### src/hw/rtl/gpvd_pkg.sv
// shared types and constants of the grid peak and valley detector
package gpvd_pkg;

	// fixed widths of the configuration register and the result coordinates
	localparam int GRID_SIDE_BITS = 9;
	localparam int COORD_BITS     = 8;

	// which cell of the window a result classifies, in raster order
	typedef enum logic [1:0] {
		CELL_UL = 2'd0,
		CELL_UR = 2'd1,
		CELL_LL = 2'd2,
		CELL_LR = 2'd3
	} cell_sel_t;

	// per-item control from the line stage to the emitter
	typedef struct packed {
		logic [3:0] pending;
		logic       row_ge1;
		logic       row_ge2;
		logic       col_ge1;
		logic       col_ge2;
	} item_ctrl_t;

endpackage

### src/hw/rtl/gpvd_emit.sv
// result emitter: classifies the pending cells of one item, one result per beat
module gpvd_emit #(
	parameter int MAX_SIDE    = 256,
	parameter int SAMPLE_BITS = 16
) (
	input  logic                                          clk,
	input  logic                                          arst_n,
	input  logic                                          load,
	input  gpvd_pkg::item_ctrl_t                          ctrl,
	input  logic [(MAX_SIDE > 1 ? $clog2(MAX_SIDE) : 1)-1:0] row_in,
	input  logic [(MAX_SIDE > 1 ? $clog2(MAX_SIDE) : 1)-1:0] col_in,
	input  logic [8:0][SAMPLE_BITS-1:0]                   win,
	output logic                                          free,
	output logic                                          result_valid,
	input  logic                                          result_stall,
	output logic [gpvd_pkg::COORD_BITS-1:0]               column,
	output logic [gpvd_pkg::COORD_BITS-1:0]               row,
	output logic                                          is_peak,
	output logic                                          is_valley,
	output logic                                          last_of_run,
	output logic                                          grid_done
);

	localparam int CW = (MAX_SIDE > 1) ? $clog2(MAX_SIDE) : 1;
	localparam int KW = gpvd_pkg::COORD_BITS;

	// item held for emission
	logic [3:0]    pend_s2;
	logic [CW-1:0] row_s2;
	logic [CW-1:0] col_s2;
	logic [2:0]    row_ok_s2;
	logic [2:0]    col_ok_s2;

	// output register
	logic          out_valid_q;
	logic [KW-1:0] column_q;
	logic [KW-1:0] row_q;
	logic          peak_q;
	logic          valley_q;
	logic          last_q;
	logic          done_q;

	gpvd_pkg::cell_sel_t sel;
	logic [1:0]          sel_bits;
	logic [3:0]          sel_onehot;
	logic [3:0]          pend_after;
	logic                out_free;
	logic                emit;
	logic [1:0]          ci;
	logic [1:0]          cj;
	logic [3:0]          center_idx;
	logic [SAMPLE_BITS-1:0] center;
	logic                peak;
	logic                valley;
	logic [CW-1:0]       grid_r;
	logic [CW-1:0]       grid_c;
	logic [KW-1:0]       grid_r8;
	logic [KW-1:0]       grid_c8;

	// lowest pending cell goes first
	always_comb begin
		if (pend_s2[0]) begin
			sel = gpvd_pkg::CELL_UL;
		end else if (pend_s2[1]) begin
			sel = gpvd_pkg::CELL_UR;
		end else if (pend_s2[2]) begin
			sel = gpvd_pkg::CELL_LL;
		end else begin
			sel = gpvd_pkg::CELL_LR;
		end
	end

	assign sel_bits   = sel;
	assign sel_onehot = 4'b0001 << sel_bits;

	// emission handshake
	assign out_free   = !out_valid_q || !result_stall;
	assign emit       = (pend_s2 != 4'b0000) && out_free;
	assign pend_after = emit ? (pend_s2 & ~sel_onehot) : pend_s2;
	assign free       = (pend_after == 4'b0000);

	// center position in the window
	always_comb begin
		case (sel)
			gpvd_pkg::CELL_UL: center_idx = 4'd4;
			gpvd_pkg::CELL_UR: center_idx = 4'd5;
			gpvd_pkg::CELL_LL: center_idx = 4'd7;
			gpvd_pkg::CELL_LR: center_idx = 4'd8;
			default:           center_idx = 4'd4;
		endcase
	end

	assign ci     = sel_bits[1] ? 2'd2 : 2'd1;
	assign cj     = sel_bits[0] ? 2'd2 : 2'd1;
	assign center = win[center_idx];

	// compare the center against every neighbour that lies in the grid
	always_comb begin
		logic near;
		logic in_grid;
		peak   = 1'b1;
		valley = 1'b1;
		for (int i = 0; i < 3; i++) begin
			for (int j = 0; j < 3; j++) begin
				near = (2'(i) + 2'd1 >= ci) && (2'(j) + 2'd1 >= cj)
					&& !((2'(i) == ci) && (2'(j) == cj));
				in_grid = row_ok_s2[i] && col_ok_s2[j];
				if (near && in_grid) begin
					if (!($signed(center) > $signed(win[3*i + j]))) begin
						peak = 1'b0;
					end
					if (!($signed(center) < $signed(win[3*i + j]))) begin
						valley = 1'b0;
					end
				end
			end
		end
	end

	// grid coordinates of the selected cell
	assign grid_r = sel_bits[1] ? row_s2 : row_s2 - CW'(1);
	assign grid_c = sel_bits[0] ? col_s2 : col_s2 - CW'(1);

	generate
		if (CW >= KW) begin : g_coord_trunc
			assign grid_r8 = grid_r[KW-1:0];
			assign grid_c8 = grid_c[KW-1:0];
		end else begin : g_coord_ext
			assign grid_r8 = {{(KW-CW){1'b0}}, grid_r};
			assign grid_c8 = {{(KW-CW){1'b0}}, grid_c};
		end
	endgenerate

	// pending mask, reloaded when the line stage hands over an item
	always_ff @(posedge clk or negedge arst_n) begin
		if (!arst_n) begin
			pend_s2 <= 4'b0000;
		end else if (load) begin
			pend_s2 <= ctrl.pending;
		end else begin
			pend_s2 <= pend_after;
		end
	end

	// item position and neighbour row and column masks
	always_ff @(posedge clk) begin
		if (load) begin
			row_s2    <= row_in;
			col_s2    <= col_in;
			row_ok_s2 <= {1'b1, ctrl.row_ge1, ctrl.row_ge2};
			col_ok_s2 <= {1'b1, ctrl.col_ge1, ctrl.col_ge2};
		end
	end

	// output valid
	always_ff @(posedge clk or negedge arst_n) begin
		if (!arst_n) begin
			out_valid_q <= 1'b0;
		end else if (emit) begin
			out_valid_q <= 1'b1;
		end else if (!result_stall) begin
			out_valid_q <= 1'b0;
		end
	end

	// output payload
	always_ff @(posedge clk) begin
		if (emit) begin
			column_q <= grid_c8;
			row_q    <= grid_r8;
			peak_q   <= peak;
			valley_q <= valley;
			last_q   <= (pend_after == 4'b0000);
			done_q   <= (sel == gpvd_pkg::CELL_LR);
		end
	end

	assign result_valid = out_valid_q;
	assign column       = column_q;
	assign row          = row_q;
	assign is_peak      = peak_q;
	assign is_valley    = valley_q;
	assign last_of_run  = last_q;
	assign grid_done    = done_q;

endmodule

### config.mk
export PLATFORM = sky130hd
export DESIGN_NAME = gpvd_emit
export DESIGN_NICKNAME = d
export VERILOG_FILES = /design/src/hw/rtl/gpvd_pkg.sv /design/src/hw/rtl/gpvd_emit.sv
export SDC_FILE = /design/constraint.sdc
export NUM_CORES = 1
export LEC_CHECK = 0
export ABC_AREA = 1
export BUFFER_PORTS_ARGS = -buffer_cell sky130_fd_sc_hd__buf_2
export CORE_UTILIZATION = 53
export CTS_CLUSTER_DIAMETER = 40
export DETAILED_ROUTE_END_ITERATION = 16
export PLACE_DENSITY_LB_ADDON = 0.05
export SYNTH_ARGS = -nofsm -noshare
export SYNTH_HDL_FRONTEND = slang
export SYNTH_SLANG_ARGS = --single-unit
### constraint.sdc
create_clock -name clk -period 5.1 [get_ports clk]
set_input_delay 0.255 -clock clk [delete_from_list [all_inputs] [get_ports clk]]
set_output_delay 0.255 -clock clk [all_outputs]
set_load 0.01 [all_outputs]
==> results.ini, run 1 <==
[run_status]
status=complete, no violations

[yosys]
yosys_warnings=0
synth_top_cell_by_area=ha_1
synth_ff_type=edfxtp_1
ys_ff_latch=45
synth_edf_count=40
async_reset_ff_share_pct=11.11
yosysMostFrequentCell=inv_1
synth_cell_types=37
synth_area_mm2=0.007078
synth_top_area_share_pct=26.69
synthTopCellsByCount=inv_1, nand2_1, ha_1
avgSynthCellArea_um2=6.819
synth_nets=1361
synth.area.top_cells=ha_1, edfxtp_1, inv_1
syn_inst=1038
ys_seq_area_share_pct=18.74

[die]
die_w_um=117.6
coreArea_mm2=0.01282
die_h_um=117.6
io-pin-count=194
rows=41
die_area_mm2=0.01382
start_util_pct=55.19

[clock_tree]
clk_latency_ps=300
clock_path_buffers=2
cts.sink_count=45
cts-htree-levels=2
tritoncts=yes
cts_setup_buffers=0
numCtsBuffers=5
cts_resized=0
clkTransAtPathRegs_ps=70
cts-root-buf=clkbuf_16

[critical_path]
crit_top_cell=nand2_1
r2r_setup_slack_ps=670
reg2reg_depth=28
cp_top_family=compound AO/OA/AOI/OAI gates
r2r-end=is_peak$_DFFE_PP_
endpoint_kind=register
start_kind=register
worstPathRequired_ps=5250
crit_buf_inv=4
r2r_start=pend_s2[1]$_DFF_PN0_
cp.arrival_ps=4590
critPathMaxFanout=33
crit_path_top_delay_cell=o21ai_1
cp_slowest_stage_delay_ps=490
path_class=register to register

[final_layout]
nNetsFinal=1555
instances_no_fill=1405
fillCellCount=1233
layout-drive-gt1-share_pct=19.63
fin_area_mm2=0.008466
area_growth_pct=19.60
final_util_pct=66.01
n_antenna_cell=0

[route]
ant_nets=0
vias=7351
wl_per_cell_um=14.05
drtIter0Drc=481
routed_wl_um=19740
drt_first_pass_iters=5
vias_per_cell=5.232
drcViolationCount=0

[timing]
relSlewSlack_pct=38.68
slew_violations=0
period_needed_ps=4434
worst_pin_slew_ps=913.6
setup_tns_ps=0
setup-violations-final=0
skew_ps=12.44
fmax_mhz=225.6
fin_hold_ws_ps=128.6
hold_viol=0
rsz0062_at_grt=no
period_share_pct=86.93

[global_routing]
antenna_found_initial=0
grt_pass1_vias=6824
grt_overflow=0
grt_max_degree=61
track_usage_pct=28.89
grt_pass1_wl_um=32190

[hold_path]
min_path_type=input port to register
whs_path_depth=1
worstHoldStart=row_in[6]
hold_end=row_s2[6]$_DFFE_PP_

[power_and_ir_drop]
p_leak_uw=0.004829
vdd_drop_max_v=0.0001664
power_density_mw_per_mm2=342.9

[placed_design]
dpl.hpwl_um=16290
place.gp.congestion=0.9346
post_dp_cell_area_mm2=0.008292
dp.cells=1396
port_buffers=193

[run]
drv_cap=0

## sequential cells by signal (all words and copies together) (netlist names)
| signal | count |
|---|---|
| last_of_run | 1 |
| column | 8 |
| grid_done | 1 |
| row_s2 | 8 |
| is_valley | 1 |
| row_ok_s2 | 2 |
| is_peak | 1 |
| col_ok_s2 | 2 |
| result_valid | 1 |
| row | 8 |
| col_s2 | 8 |
| pend_s2 | 4 |
## report_power, final
part | total [uW] | internal [uW] | switching [uW]
Combinational | 2050 | 793 | 1250
Sequential | 481 | 458 | 23.2
Clock | 375 | 231 | 145
Total | 2900 | 1480 | 1420
## metrics by stage
| step | setup WS (ps) | total power (uW) |
|---|---|---|
| 2_1_floorplan | 1236 | 1944 |
| 3_3_place_gp | 823.9 | 2460 |
| 3_5_place_dp | 739.0 | 2502 |
| 4_1_cts | 724.1 | 2889 |
| 5_1_grt | 299.7 | 3245 |
| 6_report | 666.5 | 2903 |
## kinds of logic after synthesis
group / count (synthesis) / synth area share (%)
xor+xnor: 14 / 1.732
compound gates: 255 / 19.43
fa+ha+maj: 151 / 26.69
flops: 45 / 18.74
mux: 4 / 0.6363
simple gates: 339 / 20.36
buf+inv: 230 / 12.41
## worst max path at each step
stage	startpoint	endpoint	slack [ps]	cells after the start
final	pend_s2[1]$_DFF_PN0_	is_peak$_DFFE_PP_	670	28
after floorplan	pend_s2[1]$_DFF_PN0_	is_peak$_DFFE_PP_	1240	23
after global routing	pend_s2[1]$_DFF_PN0_	is_peak$_DFFE_PP_	300	28
after detailed placement	pend_s2[1]$_DFF_PN0_	is_peak$_DFFE_PP_	740	29
after global placement	pend_s2[1]$_DFF_PN0_	is_peak$_DFFE_PP_	820	29
after CTS	pend_s2[1]$_DFF_PN0_	is_peak$_DFFE_PP_	720	29
## metal layers
layer / up-vias / GRT usage (%) / part of all wire [%]
li1: 3859 / - / -
met1: 3177 / 38.47 / 46
met2: 289 / 49.63 / 45
met3: 26 / 3.924 / 7.1
met4: 0 / 6.090 / 1.6
met5: - / 0 / 0
## cell type report
class | instances | area [um2] | area share [%]
clock buffers | 6 | 128.9 | 1.522
clock inverters | 2 | 35.03 | 0.4138
inverters | 204 | 765.7 | 9.045
multi-input cells | 763 | 4876 | 57.60
flip-flops and latches | 45 | 1326 | 15.67
well taps | 172 | 215.2 | 2.542
repair buffers | 213 | 1119 | 13.21
## cells in the final DEF (no fill, tap or decap), types with 6 or more instances in the layout
master    count
buf_4        19
inv_2         6
nand3_1      31
buf_2       193
inv_1       197
edfxtp_1     40
o21ai_0      65
o32ai_1       8
xor2_1       10
nand2_1     194
nor3_1        9
o21ai_1      25
nand4_1      15
a21o_1        7
a21oi_1     136
nand3b_1      7
nor2_1       74
ha_1        150
## timing repair
item | CTS | global route
hold endpoints to repair | 5 | 0
setup endpoints to repair | 0 | 0
hold buffers | 1 | 0
Note: power is estimated with default switching activity, not from simulation.
==> run 2: changes to the inputs <==
--- a/config.mk
+++ b/config.mk
@@ -6,7 +6,7 @@
 export NUM_CORES = 1
 export LEC_CHECK = 0
 export ABC_AREA = 1
-export BUFFER_PORTS_ARGS = -buffer_cell sky130_fd_sc_hd__buf_2
+export BUFFER_PORTS_ARGS = -buffer_cell sky130_fd_sc_hd__clkbuf_2
 export CORE_UTILIZATION = 53
 export CTS_CLUSTER_DIAMETER = 40
 export DETAILED_ROUTE_END_ITERATION = 16
==> run 2 against run 1 <==
Effect of this change:
- first-iteration DRC count up 1.2%
- clock power is 3% lower
- final cell count did not move
- setup slack got worse by 8.6 ps
- core utilization unchanged
- critical path depth grew 1
- largest cell class unchanged
- non-clock buffer count unchanged
- sequential cell count unchanged
- register-to-register slack about the same
- fmax shrank 0.19%
- via count about the same
- sequential power is essentially flat
==> results.ini, run 2 (synthesis results as in run 1) <==
[run_status]
status=complete, no violations

[placed_design]
dpl.hpwl_um=16340
place.gp.congestion=0.9337
port_buffers=193
dp.cells=1396

[global_routing]
grt_pass1_wl_um=32410
grt_overflow=0
gr-usage-met2_pct=49.82
antenna_found_initial=0
track_usage_pct=29.03
grt_max_degree=61
grt_pass1_vias=6949
grt_util_met1_pct=38.76
grt-busiest-layer=met2
grtUsageMet3_pct=2.955

[clock_tree]
clkTransAtPathRegs_ps=60
clk_latency_ps=290
cts.sink_count=45
tritoncts=yes
clock_path_buffers=2
cts_resized=0
cts-root-buf=clkbuf_16
numCtsBuffers=5
cts-htree-levels=2

[critical_path]
worstPathRequired_ps=5150
critPathMaxFanout=33
crit_path_top_delay_cell=o21ai_1
crit_top_cell=nand2_1
reg2reg_depth=29
r2r_start=pend_s2[1]$_DFF_PN0_
path_class=register to register
r2r-end=is_peak$_DFFE_PP_
start_kind=register
endpoint_kind=register
r2r_setup_slack_ps=660
cp_top_family=compound AO/OA/AOI/OAI gates
cp.arrival_ps=4490
cp_slowest_stage_delay_ps=460
crit_buf_inv=5

[final_layout]
area_growth_pct=19.60
n_antenna_cell=0
instances_no_fill=1405
nNetsFinal=1555
final_cell_mix=inv_1, nand2_1, clkbuf_2
final_common_cell=inv_1
layout-drive-gt1-share_pct=19.63

[timing]
period_needed_ps=4442
setup_tns_ps=0
slew_violations=0
fin_hold_ws_ps=137.7
worst_pin_slew_ps=901.2
hold_viol=0
period_share_pct=87.10
relSlewSlack_pct=39.51
skew_ps=8.286
fmax_mhz=225.1
setup-violations-final=0
rsz0062_at_grt=no

[hold_path]
whs_path_depth=1
hold_end=col_s2[6]$_DFFE_PP_
min_path_type=input port to register
worstHoldStart=col_in[6]

[route]
drtIter0Drc=487
drcViolationCount=0
routed_wl_um=19540
drt_first_pass_iters=6
ant_nets=0
wl_per_cell_um=13.91
vias_per_cell=5.233
vias=7352

[die]
die_w_um=117.6
die_area_mm2=0.01382
start_util_pct=55.19
io-pin-count=194
coreArea_mm2=0.01282
rows=41
die_h_um=117.6

[power_and_ir_drop]
power_density_mw_per_mm2=341.8
p_leak_uw=0.004871
vdd_drop_max_v=0.0001969
total_power_uw=2893

[run]
drv_cap=0

## run 2: layer usage
| layer | wire length, um | up-vias |
|---|---|---|
| met5 | 0 | - |
| met4 | 375 | 0 |
| met3 | 1201 | 35 |
| met2 | 8835 | 278 |
| met1 | 9131 | 3183 |
| li1 | - | 3856 |
## run 2: worst max path at each step
stage	from	end	slack, ps	cells past startpoint
after floorplan	pend_s2[1]$_DFF_PN0_	is_peak$_DFFE_PP_	1240	23
after global placement	pend_s2[1]$_DFF_PN0_	is_peak$_DFFE_PP_	840	29
after detailed placement	pend_s2[1]$_DFF_PN0_	is_peak$_DFFE_PP_	720	29
after CTS	pend_s2[1]$_DFF_PN0_	is_peak$_DFFE_PP_	710	29
after global routing	pend_s2[1]$_DFF_PN0_	is_peak$_DFFE_PP_	290	28
final	pend_s2[1]$_DFF_PN0_	is_peak$_DFFE_PP_	660	29
## run 2: layout make-up
cell class              instances  area (um2)
clock buffers                   6       128.9
clock inverters                 2       35.03
inverters                     204       765.7
flip-flops and latches         45        1326
well taps                     172       215.2
multi-input cells             763        4876
repair buffers                213        1119
fillers                      1238        4359
## run 2: power breakdown
part	internal [uW]	leakage (uW)	switching (uW)
clock	230	0.0000808	133
combinational	794	0.00434	1250
sequential	458	0.000450	24.0
## run 2: per-stage QoR
stage	worst slack (ps)	area [um2]	util, %
CTS	712.3	8466	66.01
global placement	838.0	8292	64.65
detailed placement	723.9	8292	64.65
finish	657.8	8466	66.01
global route	287.7	8466	66.01
floorplan	1236	7078	-
## run 2: what timing repair did
item                                    in CTS  in global routing
endpoints found under the setup margin       0                  0
setup buffers                                0                  0
hold endpoints to repair                     5                  0
hold buffers                                 1                  0
