`src/hw/rtl/gpvd_window.sv`:
```
// 3x3 window registers, shifted left by one column per beat
module gpvd_window #(
	parameter int SAMPLE_BITS = 16
) (
	input  logic                        clk,
	input  logic                        arst_n,
	input  logic                        shift,
	input  logic [SAMPLE_BITS-1:0]      up2,
	input  logic [SAMPLE_BITS-1:0]      up1,
	input  logic [SAMPLE_BITS-1:0]      x,
	output logic [8:0][SAMPLE_BITS-1:0] win
);

	// element (i, j) sits at index 3*i + j: rows r-2..r, columns c-2..c
	logic [8:0][SAMPLE_BITS-1:0] win_q;

	// shift in the new right column
	always_ff @(posedge clk or negedge arst_n) begin
		if (!arst_n) begin
			win_q <= '0;
		end else if (shift) begin
			for (int i = 0; i < 3; i++) begin
				win_q[3*i]     <= win_q[3*i + 1];
				win_q[3*i + 1] <= win_q[3*i + 2];
			end
			win_q[2] <= up2;
			win_q[5] <= up1;
			win_q[8] <= x;
		end
	end

	assign win = win_q;

endmodule

```
`config.mk`:
```
export PLATFORM = sky130hd
export DESIGN_NAME = gpvd_window
export DESIGN_NICKNAME = d
export VERILOG_FILES = /design/src/hw/rtl/gpvd_window.sv
export SDC_FILE = /design/constraint.sdc
export NUM_CORES = 1
export LEC_CHECK = 0
export BUFFER_PORTS_ARGS = -buffer_cell sky130_fd_sc_hd__buf_2
export CELL_PAD_IN_SITES_DETAIL_PLACEMENT = 2
export CELL_PAD_IN_SITES_GLOBAL_PLACEMENT = 2
export CORE_UTILIZATION = 34
export DETAILED_ROUTE_END_ITERATION = 6
export PLACE_DENSITY = 0.85
export SYNTH_ARGS = -nofsm -noshare
export SYNTH_HDL_FRONTEND = slang
export SYNTH_SLANG_ARGS = --single-unit
```
`constraint.sdc`:
```
create_clock -name clk -period 0.9 [get_ports clk]
set_input_delay 0.135 -clock clk [delete_from_list [all_inputs] [get_ports clk]]
set_output_delay 0.135 -clock clk [all_outputs]
set_load 0.01 [all_outputs]
```
==> metrics list, run 1 <==
- The Yosys step of the flow raised 0 warnings.
* Placed inst area: about 6900 um2
- Worst End Pin Type: primary output
- In this run the biggest area consumer among cell types represents between 60% and 70% of the synthesized area.
- Entering global routing, the biggest net connects 33 pins.
* Number of antenna violations at the first check in global routing: 0
* Fraction of the mapped netlist area in adder cells: 0%
- The congestion estimate from routability-driven global placement came to between 0.6 and 0.7.
* Synth Cell Area: ~5600 um2
- The synthesized netlist devotes 0% of its cell area to compound gates.
* Multiplexer share of the synthesized area: 33.1%
- End pin of the worst setup path after global-route repair: win[66]
- Counting along the longest clock path gives a buffer depth of 2.
- Dominant combinational cell family by area after synthesis: multiplexers
* Post-synthesis net count: roughly 360
- Averaged over all synthesized cells, the footprint is 18.4 um2.
- The synthesized netlist devotes 0% of its cell area to XOR and XNOR gates.
* Synthesized instance count: slightly above 300
- Number of distinct library cell variants in the gate-level netlist after synthesis: 5
- Port buffering added about 190 buffers.
- I/O pin cnt: approximately 200
- Measured along the x axis, the die boundary spans 130 um.
- For this run, the register share of the synthesized area comes to between 60 and 70%.
- The die is about 130 um tall.
- The initialized floorplan defines 46 standard-cell rows.
- Outcome: did not finish
* Post-synthesis share of cell area spent on and, or, nand and nor gates: 0%
* Cts bufs inserted: 17
- Instance count after placement with tap cells included: around 700
- First reported error: [ERROR DPL-0033] detailed placement checks failed during check placement.
- The synthesized design contains between 100 and 150 register bits.
* Clock root buffer master: sky130_fd_sc_hd__clkbuf_16
- The wire-length estimate of the detail-placed layout is between 10,000 and 15,000 um.
- Cell taking the most area after synthesis: sky130_fd_sc_hd__dfrtp_1
- The clock drives between 100 and 150 sinks.
- It got as far as global routing (5_1_grt) and failed there.
- In the post-synthesis netlist, the biggest area contributors are sky130_fd_sc_hd__dfrtp_1 (65%), sky130_fd_sc_hd__mux2_2 (17%), sky130_fd_sc_hd__mux2_4 (16%), sky130_fd_sc_hd__buf_6 (1.6%), sky130_fd_sc_hd__buf_2 (0.72%).
- For this configuration, the core starts out at a cell density of between 30% and 40%.
* H-tree depth reported by CTS: 4
-- timing repair --
| item | in CTS |
|---|---|
| setup endpoints to repair | 144 |
| resized for setup | 55 |
| endpoints found under the hold margin | 192 |
| hold buffers | 49 |
| buffers inserted | 102 |
-- synthesized netlist by cell type --
master / instances
sky130_fd_sc_hd__buf_2: 8
sky130_fd_sc_hd__mux2_2: 84
sky130_fd_sc_hd__buf_6: 8
sky130_fd_sc_hd__mux2_4: 60
sky130_fd_sc_hd__dfrtp_1: 144
-- cell families after synthesis --
logic type             after synthesis
multiplexers                       144
flip-flops                         144
buffers and inverters               16
-- per-stage QoR --
| step | TNS, ps | util, % | worst slack (ps) |
|---|---|---|---|
| after CTS | -28340 | 57.0 | -250 |
| after detailed placement | -13850 | 43.5 | -161 |
| after global placement | -10430 | 43.5 | -98.7 |
| after floorplan | -2280 | - | -38.0 |
==> run 2, diff against run 1 <==
==> config.mk (replaced) <==
export PLATFORM = sky130hd
export DESIGN_NAME = gpvd_window
export DESIGN_NICKNAME = d
export VERILOG_FILES = /design/src/hw/rtl/gpvd_window.sv
export SDC_FILE = /design/constraint.sdc
export NUM_CORES = 1
export LEC_CHECK = 0
export BUFFER_PORTS_ARGS = -buffer_cell sky130_fd_sc_hd__buf_2
export CORE_UTILIZATION = 40
export DETAILED_ROUTE_END_ITERATION = 6
export PLACE_DENSITY_LB_ADDON = 0.15
export SYNTH_ARGS = -nofsm -noshare
export SYNTH_HDL_FRONTEND = slang
export SYNTH_SLANG_ARGS = --single-unit
==> metrics list, run 2 <==
- Worst Setup End Kind: primary output
- After detailed placement, the total cell area comes to about 7000 um2.
- Total routing usage reported by global routing: a little under a fifth
- Initial core utilization: between 40% and 50%
* Number of nets in the finished design: approximately 730
- Using the TritonRoute via totals, the vias-per-cell ratio works out to 4.58.
* Clock tree skew after final layout: 5.16 ps
- IR analysis of the VDD net gives a maximum drop of around 1.9 mV.
- TritonCTS built the clock tree.
* CP delay by family, top: flip-flops
- Sequential fraction of design power: between 30 and 40%
* Relative max-transition margin: between 80% and 90%
- In the layout the commonest cells are sky130_fd_sc_hd__buf_2 (148), sky130_fd_sc_hd__dfrtp_1 (144), sky130_fd_sc_hd__buf_6 (100).
- Via count of the routed design: 3,956
- Leaving out fill and tap cells, the most frequent cell in the layout is sky130_fd_sc_hd__buf_2.
- Remaining antenna violation count after routing: 0
- Achievable frequency: roughly 900 MHz
- CTS placed an instance of sky130_fd_sc_hd__clkbuf_16 at the clock tree root.
- Cell taking the most area after synthesis: sky130_fd_sc_hd__dfrtp_1
* Count of state elements after synthesis: ~140
* Fillcell total: around 900
- For this design the ratio of total power to cell area is about 2200 nW/um2.
- Max-slew violation total from the final report: 0
- The routed design has ~14,000 um of wire.
- Mean instance size in the synthesized netlist: between 15 and 20 um2
* Number of cells traversed by the worst register-to-register path: 3
- The first global-routing pass estimated about 20,000 um of wire.
* Synth Cell Area: approximately 5600 um2
- The worst hold path belongs to the class input port to asynchronous set/reset pin.
* Outcome: complete, but fails checks
* Worst setup path class: register to primary output
* Relative contribution of combinational cells to total power: between 20% and 30%
- Dividing the detail-routed wire length by the instance count gives between 15 and 20 um.
- Violations in the final reports: negative setup slack
- Initial DRT Pass Iterations: 4
- Worst EP arrival: between 900 and 1000 ps
* Count of input and output buffers: roughly 190
* Maxcap violations: 0
* Number of distinct library cell variants in the gate-level netlist after synthesis: 5
- Setup slack on the critical path of the routed design comes to -206 ps.
* Cell depth of the worst setup path: 1
- Before CTS, the worst setup slack after placement is -130 ps.
- Critical-path top delay cell: sky130_fd_sc_hd__dfrtp_1
* Maximum fanout along the worst path: 2
- GP Congestion: 0.741
- The die is around 120 um wide.
- Of the cells placed in the final design, the portion with a size suffix greater than 1 is a little under three quarters.
- Most used standard cells in the synthesized netlist: sky130_fd_sc_hd__dfrtp_1 (144), sky130_fd_sc_hd__mux2_2 (84), sky130_fd_sc_hd__mux2_4 (60)
- Entering global routing, the biggest net connects 39 pins.
- Slew at the pin with the worst max-slew slack: between 200 and 250 ps
- In this run the static leakage power is 4.69 nW.
* Most used flip-flop cell after synthesis: sky130_fd_sc_hd__dfrtp_1
- At the worst endpoint, the required time is 760 ps.
- The number of antenna diodes in the final layout is 0.
* H-tree depth reported by CTS: 4
* Synthesis-to-layout area growth: 67.8%
- Floorplan core area: around 13,000 um2
- The via count of the first global-routing pass is roughly 4,100.
- Together, buffers and inverters on the worst path number 1.
* Post-route clock period utilization: 123%
* Cts bufs inserted: 17
* Largest register FFs: about 140
- Yosys synthesis warning count: 0
- Share of Yosys cell area claimed by the top area cell type: between 60 and 70%
* I/O pin cnt: between 150 and 200
- Synthesized instance count: 304
- Clock net sink count: 144
* Setup Viol. Count Final: 165
- Slowest stage delay, CP: slightly above 400 ps
* Post-Route Setup TNS: -25,000 ps
- The synthesized design contains 0 enable-type register cells.
- Total net switching power: slightly above 5 mW
* Cell-internal power: approximately 16 mW
* Biggest area contributors in the synthesized netlist: sky130_fd_sc_hd__dfrtp_1 (65%), sky130_fd_sc_hd__mux2_2 (17%), sky130_fd_sc_hd__mux2_4 (16%), sky130_fd_sc_hd__buf_6 (1.6%), sky130_fd_sc_hd__buf_2 (0.72%)
* Unrepaired setup endpoints after global routing: true
* Sw frac: approximately a quarter
- After layout, the minimum clock period comes to approximately 1100 ps.
- Of the synthesized area, sequential elements account for between 60% and 70%.
- The die covers approximately 14,000 um2.
- Clock Pin Slew Worst Setup and Hold Paths: about 60 ps
- The clock passes through at most 2 buffers.
* Kind of start point of the critical path: register
- With fillers left out, the area of the finished cells amounts to around 9400 um2.
* Crit-path cells: buf_2
* Detailed placer's ending HPWL: 7630 um
* Number of antenna violations at the first check in global routing: 0
* Congestion Overflow GR: 0
- Part of the total power dissipated in the clock network: 35.9%
- Most common cell in the netlist: sky130_fd_sc_hd__dfrtp_1
- Overall power consumption after layout is estimated at ~21 mW.
- For this block, the initial DRC count from the detailed router was around 130.
- Number of standard-cell rows in the floorplan: 42
- The number of endpoints with negative hold slack in the final report came to 0.
* Post-synthesis net count: around 360
* Number of DRC violations after detailed routing: 0
- Of all flip-flops after synthesis, the portion carrying an async set or reset was 100%.
- Clock latency reported for the late side of the worst-skew pair: between 400 and 500 ps
- DIE HEIGHT: roughly 120 um
-- run 2: per-stage QoR --
step           instances  util (%)  hold WS, ps
6_report             863      69.9          140
5_1_grt              863      69.9          145
4_1_cts              852      66.1          131
3_5_place_dp         673      51.1        -1.48
3_3_place_gp         673      51.1       -0.514
2_1_floorplan        304         -         -161
-- run 2: final cells by class --
| cell class | count | area, um2 | share of cell area [%] |
|---|---|---|---|
| Sequential cell | 144 | 3600 | 38.5 |
| Timing Repair Buffer | 367 | 2970 | 31.7 |
| Multi-Input combinational cell | 144 | 1930 | 20.6 |
| Clock buffer | 21 | 450 | 4.81 |
| Tap cell | 176 | 220 | 2.35 |
| Clock inverter | 11 | 186 | 1.99 |
-- run 2: cells by family (layout without fill, tap and decap cells) --
| group | count (synthesis) | count (layout) | share of synthesized area, % |
|---|---|---|---|
| buffers and inverters | 16 | 399 | 2.33 |
| flip-flops | 144 | 144 | 64.6 |
| multiplexers | 144 | 144 | 33.1 |
-- run 2: what timing repair did --
| action | CTS | global route |
|---|---|---|
| gates resized for setup | 23 | 100 |
| gates cloned | 0 | 0 |
| setup buffers | 98 | 43 |
| setup endpoints to repair | 144 | 221 |
| hold buffers | 49 | 0 |
| endpoints found under the hold margin | 192 | 0 |
| pin swaps | 0 | 0 |
-- run 2: power by group through the flow --
stage | Clock, mW | Combinational (mW) | Sequential (mW)
floorplan | 0 | 1.39 | 8.59
global placement | 0 | 3.32 | 8.12
detailed placement | 0 | 3.35 | 8.18
CTS | 7.69 | 4.72 | 7.98
global route | 8.00 | 5.72 | 8.22
finish | 7.56 | 5.36 | 8.12
-- run 2: path summary, 6_finish.rpt --
kind | start | endpoint | slack (ps)
worst min-delay path | arst_n | win[104]$_DFFE_PN0P_ | 140
min in group clk | shift | win[96]$_DFFE_PN0P_ | 260
worst min register to register | win[111]$_DFFE_PN0P_ | win[111]$_DFFE_PN0P_ | 510
worst max-delay path | win[36]$_DFFE_PN0P_ | win[36] | -210
max in group asynchronous | arst_n | win[15]$_DFFE_PN0P_ | 290
worst max register to register | win[106]$_DFFE_PN0P_ | win[106]$_DFFE_PN0P_ | -80
-- run 2: routing by layer --
layer,GRT usage (%),up-vias,part of all wire [%]
li1,-,1817,-
met1,21.8,2007,41
met2,31.2,118,52
met3,6.46,14,6.3
met4,6.48,0,1.1
met5,0,-,0
No activity file was read; power rests on OpenSTA's default activity.
==> run 3, diff against run 2 <==
--- a/config.mk
+++ b/config.mk
@@ -5,9 +5,9 @@
 export SDC_FILE = /design/constraint.sdc
 export NUM_CORES = 1
 export LEC_CHECK = 0
-export BUFFER_PORTS_ARGS = -buffer_cell sky130_fd_sc_hd__buf_2
 export CORE_UTILIZATION = 40
 export DETAILED_ROUTE_END_ITERATION = 6
+export DONT_BUFFER_PORTS = 1
 export PLACE_DENSITY_LB_ADDON = 0.15
 export SYNTH_ARGS = -nofsm -noshare
 export SYNTH_HDL_FRONTEND = slang
==> metrics list, run 3 (synthesized netlist as in run 2, its figures left out) <==
- The min-delay analysis places its worst path in the category input port to asynchronous set/reset pin.
- The floorplan step defined a die boundary enclosing 14,400 um2.
- Final Hold Vio Count: 255
- Number of standard-cell rows in the floorplan: 42
- In this run the vertical extent of the chip is ~120 um.
- Power, Total: 21.1 mW
- DRT iter0 DRCs: 127
- Derived from the worst setup path, the maximum achievable clock frequency is just over 900 MHz.
- Post-place setup slack: between 60 and 70 ps
- On the final layout, the worst clock skew is around 13 ps.
* Count of input and output buffers: 0
- The detailed router put a total of just over 5000 um of wire on met1.
- Buffer levels on the longest clock path: 2
* Post-layout worst setup margin: -202 ps
* Reg2Reg Setup Slack: -20 ps
- Number of vias per cell after detailed routing: around 4.7
* Wire length of the first global-routing pass: approximately 19,000 um
- In this design, the stage delay of the slowest critical-path cell is 410 ps.
- Worst EP arrival: between 900 and 1000 ps
* Top library cells by usage in the layout, fill and taps aside: sky130_fd_sc_hd__buf_6 (180), sky130_fd_sc_hd__dfrtp_1 (142), sky130_fd_sc_hd__mux2_4 (82)
* Chip width: around 120 um
* Clock tree from TritonCTS: built
- Layout Cells excl Fill: between 700 and 800
- Period minus WS final: 1100 ps
* Violations in the final reports: negative hold slack, negative setup slack
* Remaining antenna violation count after routing: 0
- Counting every sink on the clock net gives roughly 140.
- For this design the top-level I/O count stands at between 150 and 200.
- After detailed routing, the number of remaining DRC violations is 0.
* Detailed placer's ending HPWL: between 6000 and 7000 um
- The worst path uses 122% of the clock period.
- Summed over all cells, the static leakage comes to approximately 4.2 nW.
* Synthesis-to-layout area growth: 60.9%
- The via count of the first global-routing pass is between 3,000 and 4,000.
* Outcome: complete, but fails checks
- Counting tap cells, the placed design contains a total of roughly 570 instances.
- Kind of start point of the critical path: register
- At the pin with the least slew margin, the transition time is about 190 ps.
- At the end of routability-driven placement, the weighted congestion stood at 0.697.
- Clock latency reported for the late side of the worst-skew pair: approximately 420 ps
- Summing all multi-input logic gate instances after layout gives 1930 um2.
- Layout cell share with drive strength beyond 1: 64.9%
- Hold slack: -578 ps
* Met3 wire length: around 900 um
* Most common library cell in the layout ignoring fill and taps: sky130_fd_sc_hd__buf_6
* Placed inst area: ~6500 um2
- Entering global routing, the biggest net connects 145 pins.
- Setup Viol. Count Final: approximately 160
* Relative max-transition margin: between 80% and 90%
- The worst-case IR drop observed on VDD is approximately 1.6 mV.
- In this run, CTS created clock tree buffers numbering 17.
- Number of nets in the finished design: 590
- The register with the most flip-flops in the layout has about 140 of them.
- Setup repair after global routing could not meet its margin everywhere.
* Non-Filler Cell Area, Final: roughly 9000 um2
- Counting both buffers and inverters, the worst setup path holds a total of 1.
- Cells fill around two thirds of the core in the end.
- Worst Setup End Kind: primary output
* Register area: roughly 3600 um2
- Congestion Overflow GR: 0
- In the final routed layout, each cell accounts on average for between 15 and 20 um.
- Number of antenna violations at the first check in global routing: 0
- Once the floorplan was initialized, standard cells occupied between 40% and 50% of the core.
- Highest metal used: met4
- For this design, the CTS-stage hold fixing added between 40 and 50 buffers.
* Maxcap violations: 0
- Initial DRT Pass Iterations: 4
- Floorplan core area: approximately 13,000 um2
- Number of antenna repair diodes: 0
- Clock Pin Slew Worst Setup and Hold Paths: around 60 ps
- Clock root buffer master: sky130_fd_sc_hd__clkbuf_16
* Wire length reported by the detailed router: 12,300 um
- Post-Route Setup TNS: -22,080 ps
* Fillcell total: 945
- Total routing usage reported by global routing: 17.1%
- Summed over all nets, wire length on met2 after detailed routing comes to between 6000 and 7000 um.
- CP delay by family, top: flip-flops
* Max-slew violation total from the final report: 0
- The critical path goes through buf_6.
- Areal power density over the cells: between 2000 and 2500 nW/um2
- Worst setup path class: register to primary output
* Maximum fanout along the worst path: 2
- The final route contains 3,433 vias.
* H-tree depth reported by CTS: 4
* Required time worst endpoint: ~760 ps
- On the critical path, the stage with the largest delay is an instance of sky130_fd_sc_hd__dfrtp_1.
==> run 3: cell types whose count changed in the layout (fill, tap and decap cells not counted), sizes merged <==
cell | previous run | this run
buf | 318 | 184
clkbuf | 21 | 22
bufinv | 5 | 7
clkinv | 5 | 2
dlygate4sd3 | 49 | 48
==> run 3: power breakdown <==
part	internal [mW]	switching, mW
clock	5.55	2.61
combinational	3.33	1.21
sequential	7.46	0.981
==> run 3: path summary, 6_finish.rpt <==
check / start / end / cells after the start
setup / recovery: win[142]$_DFFE_PN0P_ / win[142] / 1
hold / removal: arst_n / win[125]$_DFFE_PN0P_ / 0
setup reg to reg: win[41]$_DFFE_PN0P_ / win[41]$_DFFE_PN0P_ / 2
hold reg to reg: win[15]$_DFFE_PN0P_ / win[15]$_DFFE_PN0P_ / 1
max in group asynchronous: arst_n / win[80]$_DFFE_PN0P_ / 0
min in group clk: shift / win[46]$_DFFE_PN0P_ / 1
==> run 3: metal layers <==
layer  vias to the layer above  global-route usage, %
li1                       1544                      -
met1                      1737                   20.7
met2                       130                   26.4
met3                        22                   6.94
met4                         0                   8.36
met5                         -                      0
==> run 3: what timing repair did <==
| item | in CTS | in global routing |
|---|---|---|
| gates cloned | 0 | 0 |
| resized for setup | 113 | 93 |
| setup buffers | 68 | 23 |
| hold endpoints to repair | 288 | 288 |
| endpoints found under the setup margin | 144 | 242 |
==> run 3: area by class of cell <==
type / instances / area share (%)
Tap cell: 176 / 2.45
Clock buffer: 22 / 5.06
Clock inverter: 10 / 2.58
Sequential cell: 144 / 40.2
Timing Repair Buffer: 232 / 28.3
Multi-Input combinational cell: 144 / 21.5
